--- src/sv/sfg_pkg.sv ---
`timescale 1ns / 1ps
// sfg_pkg: shared types, operation codes and frame constants of the frame generator
// depends on nothing; imported by every module of the block

package sfg_pkg;

    localparam int NUM_CHANNELS = 16;
    localparam int BITS_PER_CH  = 11;
    localparam int CH_W         = 4;
    localparam int DATA_BYTES   = 22;
    localparam int DATA_BITS    = DATA_BYTES * 8;
    localparam int FRAME_LEN    = 25;
    localparam int CNT_W        = 5;

    localparam logic [4:0]  FLAG_BYTE  = 5'd22;
    localparam logic [7:0]  START_BYTE = 8'h0F;
    localparam logic [7:0]  END_BYTE   = 8'h00;
    localparam logic [15:0] PW_MIN     = 16'd880;
    localparam logic [15:0] PW_MAX     = 16'd2160;
    localparam logic [15:0] RECIP_5    = 16'd52429;
    localparam logic [7:0]  PERIOD_RST = 8'd14;

    localparam logic [2:0] OP_RAW   = 3'd0;
    localparam logic [2:0] OP_PW    = 3'd1;
    localparam logic [2:0] OP_FLAGS = 3'd2;
    localparam logic [2:0] OP_SEND  = 3'd3;
    localparam logic [2:0] OP_TICK  = 3'd4;
    localparam logic [2:0] OP_POLL  = 3'd5;

    localparam logic KIND_FRAME = 1'b0;
    localparam logic KIND_POLL  = 1'b1;

    typedef struct packed {
        logic [2:0]  operation;
        logic [7:0]  channel;
        logic [15:0] value;
        logic [7:0]  flag_mask;
        logic        flag_on;
        logic [2:0]  client;
    } in_item_t;

    typedef struct packed {
        logic        kind;
        logic [7:0]  frame_byte;
        logic        last;
        logic        sync_ready;
    } out_item_t;

    // controller to datapath
    typedef struct packed {
        logic             raw_wr;
        logic             flag_wr;
        logic             tick;
        logic             poll;
        logic             pw_load;
        logic             pw_mul;
        logic             pw_div;
        logic             pw_wr;
        logic             emit;
        logic [CNT_W-1:0] byte_sel;
        logic             send_done;
    } dp_cmd_t;

    // datapath to controller
    typedef struct packed {
        logic chan_ok;
    } dp_sts_t;

endpackage

--- src/sv/sfg_datapath.sv ---
`timescale 1ns / 1ps
// sfg_datapath: frame store, pulse width mapping, sync timer and result register
// depends on sfg_pkg; driven by sfg_ctrl commands

module sfg_datapath (
    input  logic               clk,
    input  logic               rst_n,
    input  sfg_pkg::in_item_t  item,
    input  sfg_pkg::dp_cmd_t   cmd,
    output sfg_pkg::dp_sts_t   sts,
    input  logic               cfg_we,
    input  logic [7:0]         cfg_data,
    output sfg_pkg::out_item_t result,
    output logic               result_strobe
);
    import sfg_pkg::*;

    logic [DATA_BITS-1:0]   chan_bits_reg, chan_bits_next;
    logic [7:0]             flag_reg;
    logic [7:0]             sync_reg;
    logic [7:0]             elapsed_reg;
    logic [7:0]             period_reg;
    logic [10:0]            diff_reg;
    logic [21:0]            prod_reg;
    logic [10:0]            quot_reg;
    logic [CH_W-1:0]        chidx_reg;
    out_item_t              res_reg, res_next;
    logic                   strobe_reg;

    logic [15:0]            clamped;
    logic [CH_W-1:0]        ch_idx;
    logic                   wr_en;
    logic [CH_W-1:0]        wr_idx;
    logic [10:0]            wr_data;
    logic [CNT_W-1:0]       store_sel;
    logic [7:0]             store_byte;
    logic [7:0]             frame_byte;
    logic [7:0]             elapsed_inc;
    logic [30:0]            recip_prod;
    logic [7:0]             client_mask;

    assign sts.chan_ok = (item.channel >= 8'd1) && (item.channel <= 8'(NUM_CHANNELS));
    assign ch_idx      = CH_W'(item.channel - 8'd1);

    always_comb
    begin
        if (item.value < PW_MIN)
        begin
            clamped = PW_MIN;
        end
        else if (item.value > PW_MAX)
        begin
            clamped = PW_MAX;
        end
        else
        begin
            clamped = item.value;
        end
    end

    // divide by 1280: drop 8 bits, then multiply by the reciprocal of 5
    assign recip_prod = 31'(prod_reg[21:8]) * 31'(RECIP_5);

    // channel field write
    assign wr_en   = cmd.raw_wr | cmd.pw_wr;
    assign wr_idx  = cmd.pw_wr ? chidx_reg : ch_idx;
    assign wr_data = cmd.pw_wr ? quot_reg : item.value[10:0];

    always_comb
    begin
        chan_bits_next = chan_bits_reg;
        if (wr_en)
        begin
            for (int c = 0; c < NUM_CHANNELS; c++)
            begin
                if (wr_idx == CH_W'(c))
                begin
                    chan_bits_next[c*BITS_PER_CH +: BITS_PER_CH] = wr_data;
                end
            end
        end
    end

    // frame byte selection: start byte, store bytes, end byte
    assign store_sel = cmd.byte_sel - 5'd1;

    always_comb
    begin
        if (store_sel == FLAG_BYTE)
        begin
            store_byte = flag_reg;
        end
        else
        begin
            store_byte = chan_bits_reg[{store_sel, 3'b000} +: 8];
        end
    end

    always_comb
    begin
        if (cmd.byte_sel == CNT_W'(0))
        begin
            frame_byte = START_BYTE;
        end
        else if (cmd.byte_sel == CNT_W'(FRAME_LEN - 1))
        begin
            frame_byte = END_BYTE;
        end
        else
        begin
            frame_byte = store_byte;
        end
    end

    assign elapsed_inc = elapsed_reg + 8'd1;
    assign client_mask = 8'd1 << item.client;

    always_comb
    begin
        res_next = res_reg;
        if (cmd.emit)
        begin
            res_next.kind       = KIND_FRAME;
            res_next.frame_byte = frame_byte;
            res_next.last       = cmd.send_done;
            res_next.sync_ready = 1'b0;
        end
        else if (cmd.poll)
        begin
            res_next.kind       = KIND_POLL;
            res_next.frame_byte = 8'h00;
            res_next.last       = 1'b1;
            res_next.sync_ready = |(sync_reg & client_mask);
        end
    end

    always_ff @(posedge clk or negedge rst_n)
    begin
        if (!rst_n)
        begin
            chan_bits_reg <= '0;
            flag_reg      <= 8'h00;
            sync_reg      <= 8'h00;
            elapsed_reg   <= 8'h00;
            period_reg    <= PERIOD_RST;
            strobe_reg    <= 1'b0;
        end
        else
        begin
            chan_bits_reg <= chan_bits_next;
            strobe_reg    <= cmd.emit | cmd.poll;
            if (cfg_we)
            begin
                period_reg <= cfg_data;
            end
            if (cmd.flag_wr)
            begin
                flag_reg <= item.flag_on ? (flag_reg | item.flag_mask)
                                         : (flag_reg & ~item.flag_mask);
            end
            if (cmd.send_done)
            begin
                sync_reg    <= 8'h00;
                elapsed_reg <= 8'h00;
            end
            else if (cmd.tick)
            begin
                elapsed_reg <= elapsed_inc;
                if ((sync_reg == 8'h00) && (elapsed_inc >= period_reg))
                begin
                    sync_reg <= 8'hFF;
                end
            end
            else if (cmd.poll)
            begin
                sync_reg <= sync_reg & ~client_mask;
            end
        end
    end

    always_ff @(posedge clk)
    begin
        res_reg <= res_next;
        if (cmd.pw_load)
        begin
            diff_reg  <= 11'(clamped - PW_MIN);
            chidx_reg <= ch_idx;
        end
        if (cmd.pw_mul)
        begin
            prod_reg <= {diff_reg, 11'd0} - 22'(diff_reg);
        end
        if (cmd.pw_div)
        begin
            quot_reg <= recip_prod[28:18];
        end
    end

    assign result        = res_reg;
    assign result_strobe = strobe_reg;

endmodule

--- src/sv/sfg_ctrl.sv ---
`timescale 1ns / 1ps
// sfg_ctrl: request decode and sequencing of pulse width mapping and frame send
// depends on sfg_pkg; commands sfg_datapath

module sfg_ctrl (
    input  logic             clk,
    input  logic             rst_n,
    input  logic             start,
    input  logic [2:0]       operation,
    input  sfg_pkg::dp_sts_t sts,
    output sfg_pkg::dp_cmd_t cmd,
    output logic             busy
);
    import sfg_pkg::*;

    localparam logic [2:0] S_IDLE   = 3'd0;
    localparam logic [2:0] S_PW_MUL = 3'd1;
    localparam logic [2:0] S_PW_DIV = 3'd2;
    localparam logic [2:0] S_PW_WR  = 3'd3;
    localparam logic [2:0] S_SEND   = 3'd4;

    logic [2:0]       state_reg, state_next;
    logic [CNT_W-1:0] cnt_reg, cnt_next;
    logic             accept;

    assign busy   = (state_reg != S_IDLE);
    assign accept = start && !busy;

    always_comb
    begin
        state_next = state_reg;
        cnt_next   = cnt_reg;
        cmd        = '0;
        unique case (state_reg)
            S_IDLE:
            begin
                if (accept)
                begin
                    unique case (operation)
                        OP_RAW:   cmd.raw_wr = sts.chan_ok;
                        OP_PW:
                        begin
                            cmd.pw_load = 1'b1;
                            if (sts.chan_ok)
                            begin
                                state_next = S_PW_MUL;
                            end
                        end
                        OP_FLAGS: cmd.flag_wr = 1'b1;
                        OP_SEND:
                        begin
                            state_next = S_SEND;
                            cnt_next   = '0;
                        end
                        OP_TICK:  cmd.tick = 1'b1;
                        OP_POLL:  cmd.poll = 1'b1;
                        default:  ;
                    endcase
                end
            end
            S_PW_MUL:
            begin
                cmd.pw_mul = 1'b1;
                state_next = S_PW_DIV;
            end
            S_PW_DIV:
            begin
                cmd.pw_div = 1'b1;
                state_next = S_PW_WR;
            end
            S_PW_WR:
            begin
                cmd.pw_wr  = 1'b1;
                state_next = S_IDLE;
            end
            S_SEND:
            begin
                cmd.emit     = 1'b1;
                cmd.byte_sel = cnt_reg;
                if (cnt_reg == CNT_W'(FRAME_LEN - 1))
                begin
                    cmd.send_done = 1'b1;
                    state_next    = S_IDLE;
                end
                else
                begin
                    cnt_next = cnt_reg + 5'd1;
                end
            end
            default:
            begin
                state_next = S_IDLE;
            end
        endcase
    end

    always_ff @(posedge clk or negedge rst_n)
    begin
        if (!rst_n)
        begin
            state_reg <= S_IDLE;
            cnt_reg   <= '0;
        end
        else
        begin
            state_reg <= state_next;
            cnt_reg   <= cnt_next;
        end
    end

endmodule

--- src/sv/sbus_frame_generator_core.sv ---
`timescale 1ns / 1ps
// sbus_frame_generator_core: top level of the frame generator
// depends on sfg_pkg, sfg_ctrl and sfg_datapath
//
// latency: a poll answer is on the result ports in the cycle after the request
// send: 25 bytes back to back, the first after the state register and the result register;
//   busy stays high while the bytes are emitted, so no new request is taken during a send
// pulse width request: multiply, reciprocal divide and field write states in turn; others need none
// reset: frame store and sync state cleared, frame period back to 14 ms
// results cannot be stalled; each is shown for one cycle with result_strobe

module sbus_frame_generator_core (
    input  logic               clk,
    input  logic               rst_n,
    // request channel
    input  logic               start,
    output logic               busy,
    input  sfg_pkg::in_item_t  item,
    // frame period register
    input  logic               cfg_valid,
    output logic               cfg_ready,
    input  logic [7:0]         cfg_data,
    // results
    output logic               result_strobe,
    output sfg_pkg::out_item_t result
);
    import sfg_pkg::*;

    dp_cmd_t cmd;
    dp_sts_t sts;
    logic    cfg_we;

    // the period register is only changed between requests
    assign cfg_ready = ~busy;
    assign cfg_we    = cfg_valid & cfg_ready;

    // state machine: decodes requests and steps the send byte counter
    sfg_ctrl u_ctrl (
        .clk       (clk),
        .rst_n     (rst_n),
        .start     (start),
        .operation (item.operation),
        .sts       (sts),
        .cmd       (cmd),
        .busy      (busy)
    );

    // frame store, pulse width arithmetic, sync timer and result register
    sfg_datapath u_datapath (
        .clk           (clk),
        .rst_n         (rst_n),
        .item          (item),
        .cmd           (cmd),
        .sts           (sts),
        .cfg_we        (cfg_we),
        .cfg_data      (cfg_data),
        .result        (result),
        .result_strobe (result_strobe)
    );

endmodule

--- config.mk ---
export PLATFORM = sky130hd
export DESIGN_NAME = sbus_frame_generator_core
export DESIGN_NICKNAME = d
export VERILOG_FILES = /design/src/sv/sfg_pkg.sv /design/src/sv/sfg_datapath.sv /design/src/sv/sfg_ctrl.sv /design/src/sv/sbus_frame_generator_core.sv
export SDC_FILE = /design/constraint.sdc
export NUM_CORES = 1
export LEC_CHECK = 0
export ABC_AREA = 1
export BUFFER_PORTS_ARGS = -buffer_cell sky130_fd_sc_hd__buf_2
export CORE_MARGIN = 1
export CORE_UTILIZATION = 50
export CTS_CLUSTER_SIZE = 40
export DETAILED_ROUTE_END_ITERATION = 7
export GPL_ROUTABILITY_DRIVEN = 1
export PLACE_DENSITY = 0.77
export SETUP_SLACK_MARGIN = 0.05
export SYNTH_ARGS = -nofsm -noshare
export SYNTH_HDL_FRONTEND = slang
export SYNTH_SLANG_ARGS = --single-unit
--- constraint.sdc ---
create_clock -name clk -period 6.1 [get_ports clk]
set_clock_uncertainty 0.15 [all_clocks]
set_input_delay 1.22 -clock clk [delete_from_list [all_inputs] [get_ports clk]]
set_output_delay 1.22 -clock clk [all_outputs]
set_load 0.01 [all_outputs]
==> out/qor.yml, run 1 <==
outcome:
  run_status: "complete, no violations"
sta:
  worst_slew_pin_slew_ps: 1170
  hold_viol: 0
  finalMaxSlewViolations: 0
  fin_crit_sh_pct: 87.7
  slew_headroom_pct: 21.6
  finalSetupTns_ps: 0
  period_needed_ps: 5350
  rsz0062_at_grt: "false"
  finalSetupViolations: 0
  fmax_ghz: 0.187
die:
  die_area_mm2: 0.0354
  die_w_um: 188
  die_y_um: 188
  coreArea_mm2: 0.0338
  start_util_pct: 51.2
  io_pins: 65
  num_rows: 67
flow_run:
  drv_cap: 0
finish:
  n_antenna_cell: 0
  largest_register_ffs: 176
  drive_gt1_share_pct: 7.17
  design_area_mm2: 0.0188
  nNetsFinal: 2413
  area_delta_synth_final_pct: 8.58
yosys:
  synth_warnings: 0
  synthArstFlopShare_pct: 81.0
  synth.ff_latch_count: 268
  synth_edf_count: 49
  ys_seq_area_share_pct: 40.1
  post_synth.cell_area_avg_um2: 7.93
  netlist_area_mm2: 0.0173
  ys_top_cells_by_count: "nand2_1, nand3_1, dfrtp_1"
  synth_area_leader_cell: "dfrtp_1"
  yosysMostFrequentCell: "nand2_1"
  synth_top_area_share_pct: 30.9
  synthCells: 2181
  synth_nets: 2401
  ys_types: 50
  ys.flop_type: "dfrtp_1"
  yosys-top-cells-area: "dfrtp_1, nand2_1, nand3_1"
setup_path:
  cp_slowest_cell: "fa_1"
  cpPeakStageDelay_ps: 570
  worstPathArrival_ps: 5540
  path_max_fanout: 4
  r2r_cells: 21
  path_cells: "inv_1 > ha_1 > inv_1 > fa_1 > fa_1 > inv_1 > fa_1 > inv_1 > fa_1 > inv_1 > fa_1 > inv_1 > ha_1 > nand2_1 > nor2_1 > inv_1 > nor2_1 > nand4_1 > nand3_1 > a21oi_1 > xor2_1"
  r2r-end: "u_datapath.quot_reg[8]"
  r2r_slack_ps: 750
  startpoint_type: "flop"
  crit_path_frequent_cell: "inv_1"
  required_ps: 6290
  end_kind: "flop"
  r2r-start: "u_datapath.prod_reg[20]"
  worstSetupPathType: "flop to flop"
clock_tree:
  cts_num_sinks: 268
  ctsLongestPathBuffers: 3
  path_clk_slew_ps: 60
  cts_setup_buffers: 0
  h-tree-depth: 1
  cts_resized: 0
  cts_tree: "built"
  cts_made_buffers: 30
  postCtsHoldBufs: 0
  clkLatencyLatePin_ps: 610
  cts_root_buf: "clkbuf_16"
hold_path:
  worstHoldPathType: "flop to flop"
  hold_path_end: "u_datapath.chan_bits_reg[18]"
  hp-start: "u_datapath.chan_bits_reg[18]"
  whs_path_depth: 2
placement:
  io_buffers: 64
  placed_area_mm2: 0.0179
  gp_congestion: 0.918
  place_hpwl_um: 31700
routing:
  vias: 15300
  drt-total-wl_um: 47100
  ant_nets: 0
  wl_per_cell_um: 17.7
  first_iter_violations: 1543
  drc: 0
  drtPass1Iterations: 6
  vias_per_cell: 5.74
grt:
  grt.total_usage_pct: 27.0
  grt_pass1_wl_um: 77100
  grt_pass1_vias: 15100
  grt_max_degree: 193
  antenna_found_initial: 0
  grt-ovfl-total: 0
==> per-layer routing <==
layer | track usage, % | wire length, um | vias to the layer above
li1 | - | - | 7168
met2 | 45.4 | 22500 | 708
met5 | 0 | 0 | -
met4 | 10.7 | 1890 | 0
met3 | 3.78 | 3520 | 138
met1 | 35.2 | 19200 | 7279
==> final cells by class <==
class | instances | area [um2]
Clock inverter | 11 | 116
Multi-Input combinational cell | 1595 | 9030
Timing Repair Buffer | 87 | 527
Fill cell | 3001 | 15000
Sequential cell | 268 | 6950
Inverter | 211 | 792
Clock buffer | 45 | 817
Tap cell | 448 | 561
==> kinds of logic after synthesis <==
group	synth area share, %
flip-flops	40.1
adder cells (fa/ha/maj)	14.5
multiplexers	0.0651
XOR/XNOR	1.52
AND/OR/NAND/NOR	30.7
AO/OA/AOI/OAI	5.38
buffers and inverters	7.77
==> critical path: cells and delay by family, from the launching register on <==
kind	cells	cell delay [ps]
XOR/XNOR	1	140
AO/OA/AOI/OAI	1	100
buffers and inverters	7	430
AND/OR/NAND/NOR	5	640
flip-flops	1	410
adder cells (fa/ha/maj)	7	3220
==> cells in the final DEF, fill, tap and decap left out, types with 17 or more instances in the layout <==
cell / n
nand2_1: 690
nand3_1: 359
dfrtp_1: 214
inv_1: 205
ha_1: 117
nor2_1: 99
a21oi_1: 71
buf_2: 63
fa_1: 52
edfxtp_1: 49
nand4_1: 42
o21ai_0: 32
clkbuf_16: 30
xor2_1: 23
buf_4: 21
nor3_1: 17
==> worst max-delay path by stage <==
stage / from / cells after the start / endpoint / slack (ps)
2_1_floorplan: u_datapath.prod_reg[20] / 21 / u_datapath.quot_reg[8] / 1160
3_3_place_gp: u_datapath.prod_reg[20] / 22 / u_datapath.quot_reg[7] / 950
3_5_place_dp: u_datapath.prod_reg[16] / 19 / u_datapath.quot_reg[8] / 770
4_1_cts: u_datapath.prod_reg[16] / 19 / u_datapath.quot_reg[8] / 760
5_1_grt: u_datapath.prod_reg[20] / 21 / u_datapath.quot_reg[8] / 450
6_report: u_datapath.prod_reg[20] / 21 / u_datapath.quot_reg[8] / 750
==> stage by stage <==
stage	std cells	hold slack (ps)	setup WS [ps]	utilization (%)
floorplan	2181	292	1160	-
global placement	2609	303	946	52.9
detailed placement	2609	308	770	52.9
CTS	2665	323	765	55.6
global route	2665	335	450	55.6
finish	2665	320	753	55.6
Power of run 1 is not shown: default switching activity piles up to over one toggle a cycle in this logic, so the estimate is an artifact.
==> run 2, diff against run 1 <==
Settings changed: SYNTH_HIERARCHICAL from default to 1.
==> out/qor.yml, run 2 <==
outcome:
  run_status: "complete, no violations"
routing:
  first_iter_violations: 1316  # -15%
  vias_per_cell: 5.57  # -2.9%
  drc: 0  # unchanged
  wl_per_cell_um: 17.1  # -3.4%
  ant_nets: 0  # unchanged
  drt-total-wl_um: 42600  # -9.6%
  vias: 13900  # -9.1%
  drtPass1Iterations: 6  # unchanged
sta:
  setup_slack_ps: 539  # -214 ps
  finalSetupTns_ps: 0  # unchanged
  slew_headroom_pct: 16.3  # -5.3 points
  finalMaxSlewViolations: 0  # unchanged
  fmax_ghz: 0.180  # -3.9%
  fin_crit_sh_pct: 91.2  # +3.5 points
  finalSetupViolations: 0  # unchanged
  hold_viol: 0  # unchanged
  rsz0062_at_grt: "false"
  worst_slew_pin_slew_ps: 1250  # +81.5 ps
  period_needed_ps: 5560  # +214 ps
clock_tree:
  postCtsHoldBufs: 0  # unchanged
  clkLatencyLatePin_ps: 540  # -70 ps
  path_clk_slew_ps: 60  # about the same
  cts_setup_buffers: 0  # unchanged
  cts_resized: 0  # unchanged
  cts_root_buf: "clkbuf_16"
  ctsLongestPathBuffers: 3  # unchanged
  cts_num_sinks: 268  # unchanged
  cts_tree: "built"
  h-tree-depth: 1  # unchanged
  cts_made_buffers: 29  # -3.3%
die:
  num_rows: 66  # -1.5%
  coreArea_mm2: 0.0326  # -3.4%
  die_y_um: 184  # -2.1%
  io_pins: 65  # unchanged
  die_area_mm2: 0.0339  # -4.1%
  start_util_pct: 50.9  # -0.37 points
  die_w_um: 184  # -2.1%
yosys:
  yosys-top-cells-area: "dfrtp_1, nand2_1, edfxtp_1"
  synth_nets: 2218  # -7.6%
  synth_warnings: 6  # +6
  ys.flop_type: "dfrtp_1"
  yosysMostFrequentCell: "nand2_1"
  ys_top_cells_by_count: "nand2_1, dfrtp_1, inv_1"
  synthArstFlopShare_pct: 81.0  # unchanged
  synthCells: 1998  # -8.4%
  post_synth.cell_area_avg_um2: 8.30  # +4.6%
  synth_edf_count: 49  # unchanged
  synth_top_area_share_pct: 32.3  # +1.3 points
  ys_seq_area_share_pct: 41.9  # +1.7 points
  synth.ff_latch_count: 268  # unchanged
  synth_area_leader_cell: "dfrtp_1"
  netlist_area_mm2: 0.0166  # -4.1%
  ys_types: 54  # +8.0%
finish:
  nNetsFinal: 2252  # -6.7%
  n_antenna_cell: 0  # unchanged
  area_delta_synth_final_pct: 10.1
  utilization_pct: 56.0  # +0.35 points
  fin_cells: 2495  # -6.4%
  layout_common_cells: "nand2_1, dfrtp_1, inv_1, nand3_1"
  filler_cell_count: 2914  # -2.9%
  drive_gt1_share_pct: 8.82  # +1.6 points
  largest_register_ffs: 176  # unchanged
  final_common_cell: "nand2_1"
setup_path:
  required_ps: 6250  # -40 ps
  worstSetupPathType: "flop to flop"
  crit_path_frequent_cell: "fa_1"
  r2r_slack_ps: 540  # -210 ps
  path_cells: "ha_1 > fa_1 > inv_1 > fa_1 > fa_1 > inv_1 > fa_1 > inv_1 > fa_1 > inv_1 > ha_1 > a21oi_1 > a21boi_0 > nor2_1 > nor2_1 > nor2_1 > nor2_1 > nand2_1 > nand2_1 > nand2_1"
  worstPathArrival_ps: 5710  # +170 ps
  cp_slowest_cell: "fa_1"
  end_kind: "flop"
  path_max_fanout: 5  # +1
  cpPeakStageDelay_ps: 570  # about the same
  crit_family: "adder cells"
  startpoint_type: "flop"
  critPathBufInv: 4  # -3
placement:
  dp_cells: 2443  # -6.4%
  io_buffers: 64  # unchanged
  place_ws_ps: 643  # -127 ps
  place_hpwl_um: 30000  # -5.4%
  gp_congestion: 1.00  # +9.2%
grt:
  grt_pass1_wl_um: 69000  # -11%
  grt_pass1_vias: 13300  # -12%
  antenna_found_initial: 0  # unchanged
  grt-ovfl-total: 0  # unchanged
  grt_max_degree: 124  # -36%
  grt.total_usage_pct: 25.6  # -1.4 points
flow_run:
  drv_cap: 0  # unchanged
hold_path:
  worstHoldPathType: "flop to flop"
## run 2: worst min-delay path, cell delays in order, from the launching register on
cell and delay, ps:
dfrtp_1 340, nand2_1 50, o21ai_0 50
## run 2: logic make-up (layout without fill, tap and decap cells)
kind of cell	after synthesis	in the layout	synth area share, %
xor+xnor	30	30	1.63
flops	268	268	41.9
fa+ha+maj	169	169	15.2
compound gates	393	393	12.6
buf+inv	288	343	6.94
mux	2	2	0.128
simple gates	848	848	21.6
## run 2: routing by layer
layer  share of wire, %  track usage, %  wire, um
met5                  0               0         0
met4                2.6            8.13      1100
met3                6.6            3.10      2820
met2                 48            42.9     20500
met1                 43            34.8     18200
## run 2: final cells by class
cell class                 instances  area (um2)  area share (%)
sequential                       268        6950            38.0
timing repair buffer              86         495            2.71
tap                              442         553            3.03
clock inverter                     8        78.8           0.432
multi-input combinational       1442        8510            46.6
inverter                         205         769            4.21
clock buffer                      44         906            4.96
## run 2: worst paths after layout
check | from | depth (start not counted) | endpoint
max | u_datapath/prod_reg[16] | 20 | u_datapath/quot_reg[10]
max reg2reg | u_datapath/prod_reg[16] | 20 | u_datapath/quot_reg[10]
max in group asynchronous | rst_n | 2 | u_datapath/chan_bits_reg[95]
min in group asynchronous | rst_n | 1 | u_datapath/chan_bits_reg[149]
min reg2reg | u_datapath/chan_bits_reg[156] | 2 | u_datapath/chan_bits_reg[156]
min | u_datapath/chan_bits_reg[156] | 2 | u_datapath/chan_bits_reg[156]
## run 2: through the flow
step,hold WS (ps),instance area (um2)
floorplan,298,16600
global placement,311,17300
finish,334,18300
CTS,337,18300
detailed placement,323,17300
global route,364,18300
Power of run 2 is left out for the same reason.
